File: src/rtl/core/gcpd_pkg.sv
package gcpd_pkg;

    // Field widths
    localparam int LEVEL_W   = 8;
    localparam int THRESH_W  = 8;
    localparam int BITCNT_W  = 5;
    localparam int INDEX_W   = 16;
    localparam int POS_W     = 5;
    localparam int CFG_IDX_W = 2;
    localparam int CFG_DAT_W = 8;

    // Defaults
    localparam int DEF_MAX_BITS    = 16;
    localparam int DEF_QUEUE_DEPTH = 4;

    // Register reset values
    localparam logic [THRESH_W-1:0] SHADOW_THR_RST = 8'd8;
    localparam logic [THRESH_W-1:0] BIT_THR_RST    = 8'd1;
    localparam logic [BITCNT_W-1:0] BIT_COUNT_RST  = 5'd10;

    // Register indexes
    localparam logic [CFG_IDX_W-1:0] REG_SHADOW_THR = 2'd0;
    localparam logic [CFG_IDX_W-1:0] REG_BIT_THR    = 2'd1;
    localparam logic [CFG_IDX_W-1:0] REG_BIT_COUNT  = 2'd2;

    // Classified pair, front to back
    typedef struct packed {
        logic head;      // white/black pair opens a pixel
        logic lit;       // white - black above shadow threshold
        logic reliable;  // |pattern - inverse| above bit threshold
        logic gray;      // pattern brighter than inverse
        logic last;      // last bit pair of the pixel
    } gcpd_token_t;

    localparam int TOKEN_W = $bits(gcpd_token_t);

endpackage

File: src/rtl/core/gcpd_front.sv
module gcpd_front import gcpd_pkg::*; #(
    parameter int MAX_BITS = DEF_MAX_BITS
) (
    input  logic                 aclk,
    input  logic                 aresetn,
    input  logic                 cfg_wr_en,
    input  logic [CFG_IDX_W-1:0] cfg_wr_index,
    input  logic [CFG_DAT_W-1:0] cfg_wr_data,
    input  logic                 in_fire,
    input  logic [LEVEL_W-1:0]   first_level,
    input  logic [LEVEL_W-1:0]   second_level,
    output gcpd_token_t          token
);

    logic [THRESH_W-1:0] shadow_thr_reg;
    logic [THRESH_W-1:0] bit_thr_reg;
    logic [BITCNT_W-1:0] bit_count_reg;
    logic [POS_W-1:0]    pos_reg;
    logic [POS_W-1:0]    pos_next;
    logic [POS_W-1:0]    eff_bits;
    logic                brighter;
    logic [LEVEL_W-1:0]  abs_diff;

    // Saturate the plane count to one..MAX_BITS
    always_comb begin
        if (bit_count_reg == '0) begin
            eff_bits = POS_W'(1);
        end else if (POS_W'(bit_count_reg) > POS_W'(MAX_BITS)) begin
            eff_bits = POS_W'(MAX_BITS);
        end else begin
            eff_bits = POS_W'(bit_count_reg);
        end
    end

    assign brighter = first_level > second_level;
    assign abs_diff = brighter ? (first_level - second_level) : (second_level - first_level);

    always_comb begin
        token.head     = (pos_reg == '0);
        token.lit      = brighter && (abs_diff > shadow_thr_reg);
        token.reliable = abs_diff > bit_thr_reg;
        token.gray     = brighter;
        token.last     = (pos_reg != '0) && (pos_reg >= eff_bits);
    end

    always_comb begin
        pos_next = pos_reg;
        if (in_fire) begin
            pos_next = token.last ? '0 : pos_reg + POS_W'(1);
        end
    end

    always_ff @(posedge aclk) begin
        if (!aresetn) begin
            shadow_thr_reg <= SHADOW_THR_RST;
            bit_thr_reg    <= BIT_THR_RST;
            bit_count_reg  <= BIT_COUNT_RST;
            pos_reg        <= '0;
        end else begin
            pos_reg <= pos_next;
            if (cfg_wr_en) begin
                case (cfg_wr_index)
                    REG_SHADOW_THR: shadow_thr_reg <= cfg_wr_data;
                    REG_BIT_THR:    bit_thr_reg    <= cfg_wr_data;
                    REG_BIT_COUNT:  bit_count_reg  <= cfg_wr_data[BITCNT_W-1:0];
                    default: ;
                endcase
            end
        end
    end

endmodule

File: src/rtl/core/gcpd_fifo.sv
module gcpd_fifo import gcpd_pkg::*; #(
    parameter int DEPTH = DEF_QUEUE_DEPTH
) (
    input  logic        aclk,
    input  logic        aresetn,
    input  logic        push,
    input  gcpd_token_t push_data,
    output logic        full,
    input  logic        pop,
    output logic        not_empty,
    output gcpd_token_t pop_data
);

    localparam int PTR_W = (DEPTH > 1) ? $clog2(DEPTH) : 1;
    localparam int CNT_W = $clog2(DEPTH + 1);

    gcpd_token_t       mem [DEPTH];
    logic [PTR_W-1:0]  wr_ptr_reg;
    logic [PTR_W-1:0]  rd_ptr_reg;
    logic [CNT_W-1:0]  count_reg;
    logic [CNT_W-1:0]  count_next;

    assign full      = (count_reg == CNT_W'(DEPTH));
    assign not_empty = (count_reg != '0);
    assign pop_data  = mem[rd_ptr_reg];

    always_comb begin
        count_next = count_reg;
        if (push && !pop) begin
            count_next = count_reg + CNT_W'(1);
        end else if (pop && !push) begin
            count_next = count_reg - CNT_W'(1);
        end
    end

    always_ff @(posedge aclk) begin
        if (push) begin
            mem[wr_ptr_reg] <= push_data;
        end
    end

    always_ff @(posedge aclk) begin
        if (!aresetn) begin
            wr_ptr_reg <= '0;
            rd_ptr_reg <= '0;
            count_reg  <= '0;
        end else begin
            count_reg <= count_next;
            if (push) begin
                wr_ptr_reg <= (wr_ptr_reg == PTR_W'(DEPTH - 1)) ? '0 : wr_ptr_reg + PTR_W'(1);
            end
            if (pop) begin
                rd_ptr_reg <= (rd_ptr_reg == PTR_W'(DEPTH - 1)) ? '0 : rd_ptr_reg + PTR_W'(1);
            end
        end
    end

endmodule

File: src/rtl/core/gcpd_back.sv
module gcpd_back import gcpd_pkg::*; (
    input  logic               aclk,
    input  logic               aresetn,
    input  logic               tok_valid,
    input  gcpd_token_t        tok,
    output logic               tok_pop,
    output logic               out_valid,
    input  logic               out_ready,
    output logic               pixel_lit,
    output logic               decoded,
    output logic [INDEX_W-1:0] column_index
);

    logic               lit_reg;
    logic               rel_reg;
    logic               prev_reg;
    logic [INDEX_W-1:0] idx_reg;
    logic               out_valid_reg;
    logic               out_lit_reg;
    logic               out_dec_reg;
    logic [INDEX_W-1:0] out_idx_reg;

    logic               out_free;
    logic               bin_bit;
    logic               rel_next;
    logic [INDEX_W-1:0] idx_next;
    logic               ok;

    assign out_free = !out_valid_reg || out_ready;
    assign tok_pop  = tok_valid && (!tok.last || out_free);

    assign bin_bit  = tok.gray ^ prev_reg;
    assign rel_next = rel_reg && tok.reliable;
    assign idx_next = {idx_reg[INDEX_W-2:0], bin_bit};
    assign ok       = lit_reg && rel_next;

    always_ff @(posedge aclk) begin
        if (!aresetn) begin
            lit_reg       <= 1'b0;
            rel_reg       <= 1'b1;
            prev_reg      <= 1'b0;
            idx_reg       <= '0;
            out_valid_reg <= 1'b0;
        end else begin
            if (tok_pop && !tok.head && tok.last) begin
                out_valid_reg <= 1'b1;
            end else if (out_ready) begin
                out_valid_reg <= 1'b0;
            end
            if (tok_pop) begin
                if (tok.head) begin
                    // open a new pixel
                    lit_reg  <= tok.lit;
                    rel_reg  <= 1'b1;
                    prev_reg <= 1'b0;
                    idx_reg  <= '0;
                end else begin
                    rel_reg  <= rel_next;
                    prev_reg <= bin_bit;
                    idx_reg  <= idx_next;
                end
            end
        end
    end

    always_ff @(posedge aclk) begin
        if (tok_pop && !tok.head && tok.last) begin
            out_lit_reg <= lit_reg;
            out_dec_reg <= ok;
            out_idx_reg <= ok ? idx_next : '0;
        end
    end

    assign out_valid    = out_valid_reg;
    assign pixel_lit    = out_lit_reg;
    assign decoded      = out_dec_reg;
    assign column_index = out_idx_reg;

endmodule

File: src/rtl/core/gray_code_pattern_pixel_decoder.sv
// Structured-light Gray-code decoder, one camera pixel per run of requests.
//
// Input stream (s_): one request per intensity pair. The first request of a
// pixel carries white/black; the next bit_count requests carry pattern/inverse,
// most significant plane first. Output stream (m_): one request per pixel,
// issued after its last pair, with the lit flag, the decoded flag and the
// Gray-decoded column index (zero unless decoded).
//
// Throughput: one pair per cycle while the token queue has room, independent of
// bit_count; s_tready drops once a result waits at m_tready low and the queue fills.
// After the last pair is accepted it passes through the token queue, then the back
// end loads the output register and raises m_tvalid; the result is taken at the
// first edge with m_tready high.
// Reset (aresetn low, synchronous) restores the register defaults, empties
// the token queue and expects a white/black pair next.
// When m_tready is low the result holds in the output register; the queue
// keeps taking pairs until it fills, then s_tready drops.
// Configuration writes are taken at any edge with cfg_wr_en high and should
// be issued only while no pixel is in flight.
module gray_code_pattern_pixel_decoder import gcpd_pkg::*; #(
    parameter int MAX_BITS    = DEF_MAX_BITS,
    parameter int QUEUE_DEPTH = DEF_QUEUE_DEPTH
) (
    input  logic                 aclk,
    input  logic                 aresetn,

    // Register write port
    input  logic                 cfg_wr_en,
    input  logic [CFG_IDX_W-1:0] cfg_wr_index,
    input  logic [CFG_DAT_W-1:0] cfg_wr_data,

    // Intensity pairs
    input  logic                 s_tvalid,
    output logic                 s_tready,
    input  logic [15:0]          s_tdata,   // [7:0] first_level, [15:8] second_level

    // Pixel results
    output logic                 m_tvalid,
    input  logic                 m_tready,
    output logic [15:0]          m_tdata,   // [15:0] column_index
    output logic [1:0]           m_tuser    // [0] pixel_lit, [1] decoded
);

    gcpd_token_t front_tok;
    gcpd_token_t queue_tok;
    logic        in_fire;
    logic        queue_full;
    logic        queue_valid;
    logic        queue_pop;
    logic        res_lit;
    logic        res_dec;

    // Accept a pair whenever the queue has room
    assign s_tready = !queue_full;
    assign in_fire  = s_tvalid && s_tready;

    // Classify: position in the pixel, compares against thresholds
    gcpd_front #(
        .MAX_BITS (MAX_BITS)
    ) u_front (
        .aclk         (aclk),
        .aresetn      (aresetn),
        .cfg_wr_en    (cfg_wr_en),
        .cfg_wr_index (cfg_wr_index),
        .cfg_wr_data  (cfg_wr_data),
        .in_fire      (in_fire),
        .first_level  (s_tdata[LEVEL_W-1:0]),
        .second_level (s_tdata[2*LEVEL_W-1:LEVEL_W]),
        .token        (front_tok)
    );

    // Decouple classify from accumulate
    gcpd_fifo #(
        .DEPTH (QUEUE_DEPTH)
    ) u_fifo (
        .aclk      (aclk),
        .aresetn   (aresetn),
        .push      (in_fire),
        .push_data (front_tok),
        .full      (queue_full),
        .pop       (queue_pop),
        .not_empty (queue_valid),
        .pop_data  (queue_tok)
    );

    // Accumulate Gray bits, issue one result per pixel
    gcpd_back u_back (
        .aclk         (aclk),
        .aresetn      (aresetn),
        .tok_valid    (queue_valid),
        .tok          (queue_tok),
        .tok_pop      (queue_pop),
        .out_valid    (m_tvalid),
        .out_ready    (m_tready),
        .pixel_lit    (res_lit),
        .decoded      (res_dec),
        .column_index (m_tdata)
    );

    assign m_tuser = {res_dec, res_lit};

endmodule
File: config.mk
export PLATFORM = sky130hd
export DESIGN_NAME = gray_code_pattern_pixel_decoder
export DESIGN_NICKNAME = d
export VERILOG_FILES = /design/src/rtl/core/gcpd_pkg.sv /design/src/rtl/core/gcpd_front.sv /design/src/rtl/core/gcpd_fifo.sv /design/src/rtl/core/gcpd_back.sv /design/src/rtl/core/gray_code_pattern_pixel_decoder.sv
export SDC_FILE = /design/constraint.sdc
export NUM_CORES = 1
export LEC_CHECK = 0
export BUFFER_PORTS_ARGS = -buffer_cell sky130_fd_sc_hd__buf_2
export CELL_PAD_IN_SITES_DETAIL_PLACEMENT = 1
export CELL_PAD_IN_SITES_GLOBAL_PLACEMENT = 1
export CORE_UTILIZATION = 50
export CTS_CLUSTER_SIZE = 14
export DETAILED_ROUTE_END_ITERATION = 10
export GPL_TIMING_DRIVEN = 1
export PLACE_DENSITY = 0.92
export RECOVER_POWER = 25
export SLEW_MARGIN = 15
export SYNTH_ARGS = -nofsm -noshare
export SYNTH_HDL_FRONTEND = slang
export SYNTH_SLANG_ARGS = --single-unit
File: constraint.sdc
create_clock -name aclk -period 9.4 [get_ports aclk]
set_input_delay 1.88 -clock aclk [delete_from_list [all_inputs] [get_ports aclk]]
set_output_delay 1.88 -clock aclk [all_outputs]
set_load 0.03 [all_outputs]
# After elaboration in Yosys (flattened, before gate mapping)
# Memories as Yosys holds them, arrays and structs flattened. A register that Yosys moved wholly into a read port is not among the register bits.
# Index checks and enable logic that the tools add are counted.
[word_totals]
regBits = 70
memories = 1
in_bits = 31
ramBits = 20
[memory_table]
columns = ["memory", "depth", "word_bits", "rd", "rd_clocked_by_memory_dff", "write_ports", "line_no", "source"]
rows = [
  ["u_fifo.mem", 4, 5, 1, 1, 1, "gcpd_fifo.sv:17", "gcpd_token_t mem [DEPTH];"],
]
[classes]
eq_ne = 5
order_cmp = 5
mux = 17
n_addsub = 7
reduce_logical = 29
bitwise_logic = 1
[op_table]
columns = ["operator", "n"]
rows = [
  ["8-bit > comparator", 3],
  ["8-bit subtractor", 2],
  ["15-bit 2-to-1 mux", 1],
  ["5-bit 2-to-1 mux", 3],
  ["1-bit logical AND", 10],
  ["5-bit zero test", 2],
  ["2-bit 2-to-1 mux", 4],
  ["8-bit 2-to-1 mux", 1],
  ["2-bit AND reduction", 4],
  ["2-bit == test, second input constant", 3],
  ["1-bit zero test", 6],
  ["1-bit 2-to-1 mux", 6],
  ["3-bit 2-to-1 mux", 2],
  ["5-bit by 1-bit adder with 5-bit output, second input constant", 1],
  ["5-bit greater-or-equal comparator", 1],
  ["5-bit > comparator, second input constant", 1],
  ["5-bit nonzero test", 1],
  ["2-bit by 1-bit adder with 2-bit output, second input constant", 2],
  ["2-bit nonzero test", 2],
  ["3-bit by 1-bit adder with 3-bit output, second input constant", 1],
  ["3-bit == test, second input constant", 1],
  ["3-bit nonzero test", 1],
  ["3-bit by 1-bit subtractor with 3-bit output, second input constant", 1],
  ["2-bit by 1-bit == test with 1-bit output, second input constant", 1],
  ["3 further kinds", 4],
]

# Longest topological paths before layout
# Gate-level depths: netlist (run 1).
[depth]
ltp_word = 7
ltp_mapped = 15
depth_no_buf = 15

# By module
# Synthesis (run 1) repeated with hierarchy kept, for this count alone.
[hier_totals]
cells_unflattened = 462
area_unflattened_um2 = 5002.3
[modules_own_cells]
columns = ["mod", "seq_area_each_um2", "cells_per_inst", "instances", "area_per_inst_um2"]
rows = [
  ["gcpd_front", 520.5, 268, 1, 2297.2],
  ["gcpd_back", 900.9, 120, 1, 1497.7],
  ["gcpd_fifo", 780.7, 70, 1, 1182.4],
  ["gray_code_pattern_pixel_decoder", 0.0, 4, 1, 25.0],
]

# Worst setup path after synthesis (run 1)
# Ideal clock, no wire load.
[synth_path]
kind = "input -> register"
start = "input s_tdata[5]"
end = "memory u_fifo.mem[0][2] (netlist bit), data pin"
arrival_time_ns = 4.472
path_stages = 13
required_time_ns = 9.132
setup_time_ns = 0.268
path_buffers = 1
setup_slack_ns = 4.660
cell_sequence = "inv_1 ha_1 clkbuf_1 a21o_1 a211o_1 o21ai_4 mux2_2 ha_1 nor2b_1 o21a_1 o21ai_0 a21oi_1 o22a_1"
[synth_rtl]
columns = ["item", "line_no", "source"]
rows = [
  ["start: declaration", "gray_code_pattern_pixel_decoder.sv:35", "input logic [15:0] s_tdata,"],
  ["end: declaration", "gcpd_fifo.sv:17", ""],
]

==> impl_metrics.tcl, run 1 <==
set metrics [dict create \
    synth_edf_count 38 \
    htree_levels 3 \
    synth_ff_type "dfxtp_1" \
    async_reset_ff_frac 0 \
    synthToLayoutAreaGrowth_pct 11.3 \
    slowest_stage "ha_1" \
    holdCritStartpoint "u_back.idx_reg[14]$_SDFFE_PN0P_" \
    final_max_slew_viol_count 0 \
    port_buffers 50 \
    critical_path_arrival_ns 4.94 \
    yosys_register_bits 91 \
    drcViolationCount 0 \
    design.die.area_um2 9900 \
    wl_per_cell_um 16.2 \
    cts_tree "built" \
    synth_cell_types 44 \
    grt_use_total 0.219 \
    die_y_um 99.5 \
    nets 562 \
    drive_gt1_frac 0.164 \
    largest_register_ff_count 20 \
    clk_latency_ns 0.36 \
    hold_buffers 0 \
    fin_skew_ns 0.00632 \
    cts_buffers 9 \
    critPathMostFrequentCell "ha_1" \
    insertedDiodeCount 0 \
    ant_nets 0 \
    leakage_nw 2.29 \
    critPathMaxStageDelay_ns 0.42 \
    total_power_mw 1.14 \
    ir_drop_v 0.0000950 \
    final_common_cell "dfxtp_1" \
    hold_viol 0 \
    worst-path-buf-inv 2 \
    grt_max_degree 36 \
    syn_area_um2 4750 \
    final_cell_mix "dfxtp_1, buf_2, inv_1" \
    grt_pass1_wl_um 16700 \
    ios 51 \
    synth_warnings 0 \
    grt-ovfl-total 0 \
    routabilityCongestion 0.982 \
    routed_wirelength_um 10000 \
    grt_pass1_vias 3499 \
    first_iter_violations 123 \
    period_share 0.516 \
    vias_per_cell 5.39 \
    min_period_ns 4.85 \
    clk_pin_slew_worst_paths_ns 0.09 \
    core_area_um2 9240 \
    synthCells 440 \
    dpl.hpwl_um 7730 \
    die_w_um 99.5 \
    vias 3332 \
    hp-class "reg2reg" \
    ctsResizeCount 0 \
    cp.required_ns 9.49 \
    rsz0062_at_grt "no" \
    drt-pass1-iter-count 4 \
    cap_violations 0 \
    post_cts_buffers 0 \
    ys_seq_area_frac 0.463 \
    initial_core_util 0.514 \
    synth.avg_cell_area_um2 10.8 \
    fmax_mhz 206 \
    critPathKind "in2reg" \
    endpoint_kind "register" \
    antenna_found_initial 0 \
    crit_family "compound AO/OA/AOI/OAI gates" \
    slew-limit-headroom 0.375 \
    crit_path_start "s_tdata[5]" \
    setup_viol 0 \
    tns_ns 0 \
    cp-start-kind "primary input" \
    status "complete, no violations" \
    rows 35 \
    path_max_fanout 9 \
    cts_sinks 91 \
    tightest_slew_ns 0.934 \
    clockBufferDepth 2 \
    utilization 0.572 \
    path_cells "buf_2, inv_1, ha_1, a21o_1, a211o_1, o21ai_4, mux2i_1, xor2_1, ha_1, a21oi_1, nor2b_1, o21ai_0, nand2b_1, o22a_1" \
    cts-root-buf "clkbuf_8" \
    syn_nets 518 \
    p_per_area_nw_per_um2 215 \
]
[metrics by stage]
step	hold WS (ns)	area (µm²)	setup WS, ns	cells
2_1_floorplan	0.422	4750	4.66	440
3_3_place_gp	0.450	5090	4.47	602
3_5_place_dp	0.458	5090	4.22	602
4_1_cts	0.476	5290	4.61	618
5_1_grt	0.510	5290	4.43	618
6_report	0.477	5290	4.55	618
[report_power, final]
group	internal (mW)	switching, mW	leakage, nW
combinational	0.143	0.218	1.41
sequential	0.475	0.0351	0.783
clock	0.124	0.141	0.0974
[synth_stat cells (3+ instances only)]
cell | n | area [µm²]
dfxtp_1 | 53 | 1060
inv_1 | 45 | 169
ha_1 | 44 | 551
edfxtp_1 | 38 | 1140
nor2b_1 | 27 | 169
nand2_1 | 26 | 97.6
mux2i_1 | 25 | 250
a21oi_1 | 23 | 115
and2_1 | 17 | 106
a22o_1 | 15 | 131
clkbuf_1 | 13 | 48.8
nand3_1 | 11 | 55.1
nor2_1 | 10 | 37.5
a21o_1 | 9 | 67.6
o21ai_0 | 8 | 40.0
a31oi_1 | 6 | 37.5
and3_1 | 5 | 31.3
mux4_2 | 5 | 113
nor3_1 | 5 | 25.0
a21boi_0 | 4 | 30.0
mux2_2 | 4 | 45.0
nand3b_1 | 4 | 30.0
nand4_1 | 4 | 25.0
o21a_1 | 4 | 30.0
xnor2_1 | 4 | 35.0
fa_1 | 3 | 60.1
nor3b_1 | 3 | 22.5
[worst register-to-register path, cell delays in order (launching register included)]
cell and delay (ns):
dfxtp_1 0.53, mux4_2 0.61, a21oi_2 0.26, inv_1 0.13, ha_1 0.23, inv_1 0.08
fa_1 0.18, xor2_1 0.08, or3_1 0.31, a21boi_0 0.17
[area by class of cell]
cell class / count / area, µm²
Timing Repair Buffer: 52 / 264
Inverter: 45 / 169
Clock inverter: 7 / 76.3
Tap cell: 129 / 161
Fill cell: 1000 / 3950
Clock buffer: 9 / 124
Multi-Input combinational cell: 285 / 2290
Sequential cell: 91 / 2200
[per-layer routing]
layer / GRT usage / share of wire / up-vias
met1: 0.244 / 0.42 / 1616
met2: 0.417 / 0.54 / 71
met5: 0 / 0 / -
met3: 0.0471 / 0.031 / 10
met4: 0.0600 / 0.0090 / 0
li1: - / - / 1635
[worst paths after layout]
path | endpoint | slack (ns) | cells after the start
worst min-delay path | u_back.idx_reg[14]$_SDFFE_PN0P_ | 0.48 | 1
worst max register to register | u_fifo.count_reg[2]$_SDFFE_PN0P_ | 6.74 | 9
worst min register to register | u_back.idx_reg[14]$_SDFFE_PN0P_ | 0.48 | 1
worst max-delay path | u_fifo.mem[0][2]$_DFFE_PP_ | 4.55 | 14
[kinds of logic (layout without fill, tap and decap cells)]
family / count (synthesis) / count (layout) / synth area share
and+or+nand+nor: 119 / 119 / 0.138
DFF: 91 / 91 / 0.463
AOI/OAI and AO/OA: 79 / 79 / 0.118
buffers and inverters: 64 / 113 / 0.0558
adders and majority gates: 47 / 47 / 0.128
muxes: 34 / 34 / 0.0858
xor gates and xnor gates: 6 / 6 / 0.0111
No activity file was read; power rests on OpenSTA's default activity.
==> inputs of run 2 (changes only) <==
--- a/config.mk
+++ b/config.mk
@@ -8,11 +8,11 @@
 export BUFFER_PORTS_ARGS = -buffer_cell sky130_fd_sc_hd__buf_2
 export CELL_PAD_IN_SITES_DETAIL_PLACEMENT = 1
 export CELL_PAD_IN_SITES_GLOBAL_PLACEMENT = 1
-export CORE_UTILIZATION = 50
+export CORE_UTILIZATION = 42
 export CTS_CLUSTER_SIZE = 14
 export DETAILED_ROUTE_END_ITERATION = 10
 export GPL_TIMING_DRIVEN = 1
-export PLACE_DENSITY = 0.92
+export PLACE_DENSITY = 0.83
 export RECOVER_POWER = 25
 export SLEW_MARGIN = 15
 export SYNTH_ARGS = -nofsm -noshare
==> constraint.sdc (replaced) <==
create_clock -name aclk -period 4.1 [get_ports aclk]
set_input_delay 0.82 -clock aclk [delete_from_list [all_inputs] [get_ports aclk]]
set_output_delay 0.82 -clock aclk [all_outputs]
set_load 0.03 [all_outputs]
==> impl_metrics.tcl, run 2 (same netlist as run 1, synthesis figures left out) <==
set metrics [dict create \
    slew-limit-headroom 0.314 \
    grt_use_total 0.181 \
    cts-root-buf "clkbuf_16" \
    rows 38 \
    hold_buffers 0 \
    hold_path_depth 0 \
    reg2reg_slack_ns 1.42 \
    tns_ns 0 \
    ios 51 \
    die_y_um 108 \
    placed_area_um2 5120 \
    insertedDiodeCount 0 \
    whs_ns 0.497 \
    cts_tree "built" \
    ant_nets 0 \
    ff2ff_path_depth 9 \
    setup_viol 0 \
    utilization 0.495 \
    clk_latency_ns 0.34 \
    final_max_slew_viol_count 0 \
    cap_violations 0 \
    dpl.hpwl_um 7660 \
    fmax_mhz 282 \
    cp-start-kind "primary input" \
    grt_pass1_vias 3437 \
    design.die.area_um2 11700 \
    period_share 0.866 \
    clockBufferDepth 2 \
    port_buffers 50 \
    drive_gt1_frac 0.165 \
    htree_levels 3 \
    final_cell_mix "dfxtp_1, buf_2, inv_1" \
    leakage_nw 2.35 \
    cp.required_ns 4.17 \
    cts_buffers 9 \
    drcViolationCount 0 \
    core_area_um2 10900 \
    slowest_stage "fa_1" \
    largest_register_ff_count 20 \
    hp-class "reg2reg" \
    critPathMaxStageDelay_ns 0.41 \
    synthToLayoutAreaGrowth_pct 13.9 \
    endpoint_kind "register" \
    die_w_um 108 \
    rsz0062_at_grt "no" \
    ctsResizeCount 0 \
    use_met3 0.0386 \
    min_period_ns 3.55 \
    critPathKind "in2reg" \
    ir_drop_v 0.000349 \
    wl_per_cell_um 15.7 \
    fin_skew_ns 0.00501 \
    tightest_slew_ns 1.02 \
    grt_busiest_layer "met2" \
    grt_max_degree 36 \
    grt_use_met1 0.216 \
    initial_core_util 0.435 \
    critical_path_arrival_ns 3.63 \
    path_cells "buf_2, inv_1, ha_1, inv_1, fa_1, nand3_1, a21oi_1, o21ai_4, mux2_2, mux2i_1, ha_1, o21a_1, o21ai_0, a21oi_1, o22a_1" \
    drt-pass1-iter-count 4 \
    path_max_fanout 5 \
    status "complete, no violations" \
    nets 564 \
    first_iter_violations 73 \
    routabilityCongestion 0.902 \
    cts_sinks 91 \
    clk_pin_slew_worst_paths_ns 0.07 \
    p_per_area_nw_per_um2 522 \
    total_power_mw 2.82 \
    grt_pass1_wl_um 16600 \
    grt-ovfl-total 0 \
    final_common_cell "dfxtp_1" \
    routed_wirelength_um 9930 \
    use_met2 0.336 \
    vias 3288 \
    final_area_um2 5410 \
    post_cts_buffers 0 \
    antenna_found_initial 0 \
    hold_viol 0 \
    vias_per_cell 5.21 \
]
[run 2: final timing paths]
kind	start	end
worst max-delay path	s_tdata[0]	u_fifo.mem[1][2]$_DFFE_PP_
worst min-delay path	u_back.lit_reg$_SDFFE_PN0P_	u_back.pixel_lit$_DFFE_PP_
worst max register to register	register	u_fifo.count_reg[2]$_SDFFE_PN0P_
worst min register to register	u_back.lit_reg$_SDFFE_PN0P_	u_back.pixel_lit$_DFFE_PP_
[run 2: area by class of cell]
class                           count  area, µm²
Fill cell                        1239       5520
Tap cell                          140        175
Timing Repair Buffer               54        274
Inverter                           45        169
Clock buffer                        9        225
Sequential cell                    91       2200
Clock inverter                      7       76.3
Multi-Input combinational cell    285       2290
[run 2: layer usage]
metal  vias up  share of wire
met5         -              0
met1      1590           0.45
met4         0         0.0061
met3         6          0.028
met2        53           0.52
li1       1639              -
[run 2: worst max-delay path: cells and delay by family]
kind,cells,cell delay (ns)
muxes,2,0.64
adders and majority gates,3,0.87
buffers and inverters,3,0.21
AOI/OAI and AO/OA,6,0.97
and+or+nand+nor,1,0.11
[run 2: stage by stage]
stage | std cells | worst slack (ns)
after floorplan | 440 | 0.420
after global placement | 615 | 0.317
after detailed placement | 615 | 0.197
after CTS | 631 | 0.530
after global routing | 631 | 0.286
final | 631 | 0.549
[run 2: report_power, final]
part           internal, mW  switching (mW)  leakage (nW)
sequential             1.09          0.0836         0.783
clock                 0.434           0.391         0.149
combinational         0.328           0.498          1.42
total                  1.85           0.972          2.35
==> inputs of run 3 (changes only) <==
--- a/config.mk
+++ b/config.mk
@@ -6,9 +6,7 @@
 export NUM_CORES = 1
 export LEC_CHECK = 0
 export BUFFER_PORTS_ARGS = -buffer_cell sky130_fd_sc_hd__buf_2
-export CELL_PAD_IN_SITES_DETAIL_PLACEMENT = 1
-export CELL_PAD_IN_SITES_GLOBAL_PLACEMENT = 1
-export CORE_UTILIZATION = 42
+export CORE_UTILIZATION = 53
 export CTS_CLUSTER_SIZE = 14
 export DETAILED_ROUTE_END_ITERATION = 10
 export GPL_TIMING_DRIVEN = 1
==> impl_metrics.tcl, run 3 (same netlist as run 1, synthesis figures left out) <==
set metrics [dict create \
    cts-root-buf "clkbuf_8" \
    hold_viol 0 \
    dpl.hpwl_um 6210 \
    die_y_um 96.7 \
    drcViolationCount 0 \
    placed_area_um2 5070 \
    insertedDiodeCount 0 \
    leakage_nw 2.29 \
    wl_per_cell_um 13.6 \
    n_fill_cell 681 \
    rows 34 \
    critical_path_arrival_ns 3.68 \
    min_period_ns 3.58 \
    cp.required_ns 4.20 \
    drive_gt1_frac 0.163 \
    finalNonFillerCells 598 \
    crit_path_start "s_tdata[0]" \
    path_max_fanout 9 \
    dp.cells 582 \
    cp-start-kind "primary input" \
    grt_pass1_wl_um 14200 \
    fin_ws_ns 0.519 \
    port_buffers 50 \
    core_area_um2 8720 \
    vias 3273 \
    fmax_mhz 279 \
    grt_max_degree 36 \
    post_cts_buffers 0 \
    ctsResizeCount 0 \
    cts_buffers 9 \
    fin_skew_ns 0.0113 \
    synthToLayoutAreaGrowth_pct 10.6 \
    die_w_um 96.7 \
    vias_per_cell 5.47 \
    endpoint_kind "register" \
    period_share 0.873 \
    ir_drop_v 0.000207 \
    routabilityCongestion 0.823 \
    setup_viol 0 \
    critPathKind "in2reg" \
    hold_buffers 0 \
    slew-limit-headroom 0.333 \
    drt-pass1-iter-count 4 \
    status "complete, no violations" \
    grt_pass1_vias 3227 \
    final_area_um2 5260 \
    grt-ovfl-total 0 \
    cts_sinks 91 \
    reg2reg_slack_ns 1.51 \
    grt_use_total 0.187 \
    dp_slack_ns 0.135 \
    ff2ff_path_depth 9 \
    antenna_found_initial 0 \
    whs_ns 0.480 \
    tightest_slew_ns 0.987 \
    ant_nets 0 \
    rr_endpoint "u_fifo.count_reg[2]$_SDFFE_PN0P_" \
    holdCritStartpoint "u_back.idx_reg[14]$_SDFFE_PN0P_" \
    clk_pin_slew_worst_paths_ns 0.10 \
    final_max_slew_viol_count 0 \
    hp-class "reg2reg" \
    htree_levels 3 \
    final_cell_mix "dfxtp_1, buf_2, inv_1" \
    cap_violations 0 \
    ios 51 \
    tns_ns 0 \
    cts_tree "built" \
    p_per_area_nw_per_um2 482 \
    largest_register_ff_count 20 \
    routed_wirelength_um 8130 \
    design.die.area_um2 9350 \
    crit_end "u_fifo.mem[0][2]$_DFFE_PP_" \
    clk_latency_ns 0.37 \
    clockBufferDepth 2 \
    rsz0062_at_grt "no" \
    first_iter_violations 86 \
    initial_core_util 0.545 \
    nets 563 \
    final_common_cell "dfxtp_1" \
]
-- run 3: cell count changes in the layout (fill, tap and decap cells not counted), sizes merged --
cell | previous run | this run
clkinvlp | 0 | 2
buf | 51 | 50
clkinv | 3 | 2
inv | 49 | 48
-- run 3: stage by stage --
| step | power (mW) | util |
|---|---|---|
| after global routing | 2.69 | 0.603 |
| after CTS | 2.56 | 0.604 |
| after detailed placement | 1.98 | 0.581 |
| after global placement | 1.94 | 0.581 |
| final | 2.54 | 0.603 |
| after floorplan | 1.81 | - |
-- run 3: power breakdown --
group          internal [mW]  switching (mW)  leakage, nW
sequential              1.09          0.0740        0.783
clock                  0.234           0.341       0.0911
combinational          0.325           0.473         1.42
total                   1.65           0.887         2.29
-- run 3: layout make-up --
class	instances	area [µm²]	share of cell area
inverters	45	169	0.0321
clock inverters	7	68.8	0.0131
multi-input cells	285	2290	0.436
clock buffers	9	124	0.0236
repair buffers	53	267	0.0507
well taps	108	135	0.0257
flip-flops and latches	91	2200	0.419
-- run 3: worst min-delay path by stage --
stage / end / slack, ns / depth (start not counted)
floorplan: u_back.pixel_lit$_DFFE_PP_ / 0.42 / 0
global placement: u_back.pixel_lit$_DFFE_PP_ / 0.45 / 0
detailed placement: u_back.idx_reg[14]$_SDFFE_PN0P_ / 0.46 / 1
CTS: u_back.idx_reg[14]$_SDFFE_PN0P_ / 0.49 / 1
global route: u_back.pixel_lit$_DFFE_PP_ / 0.50 / 0
finish: u_back.idx_reg[14]$_SDFFE_PN0P_ / 0.48 / 1
-- run 3: critical path, stage by stage --
cell	delay, ns
buf_2	0.10
inv_1	0.05
ha_1	0.15
inv_1	0.06
fa_1	0.41
nand3_1	0.11
a21oi_1	0.12
o21ai_4	0.35
mux2_2	0.37
mux2i_1	0.25
ha_1	0.30
o21a_1	0.11
o21ai_0	0.16
a21oi_1	0.09
o22a_1	0.24
-- run 3: per-layer routing --
metal	wire length [µm]	part of all wire	GRT usage
met5	0	0	0
met4	123	0.015	0.0677
met3	338	0.042	0.0491
met2	4230	0.52	0.329
met1	3440	0.42	0.218
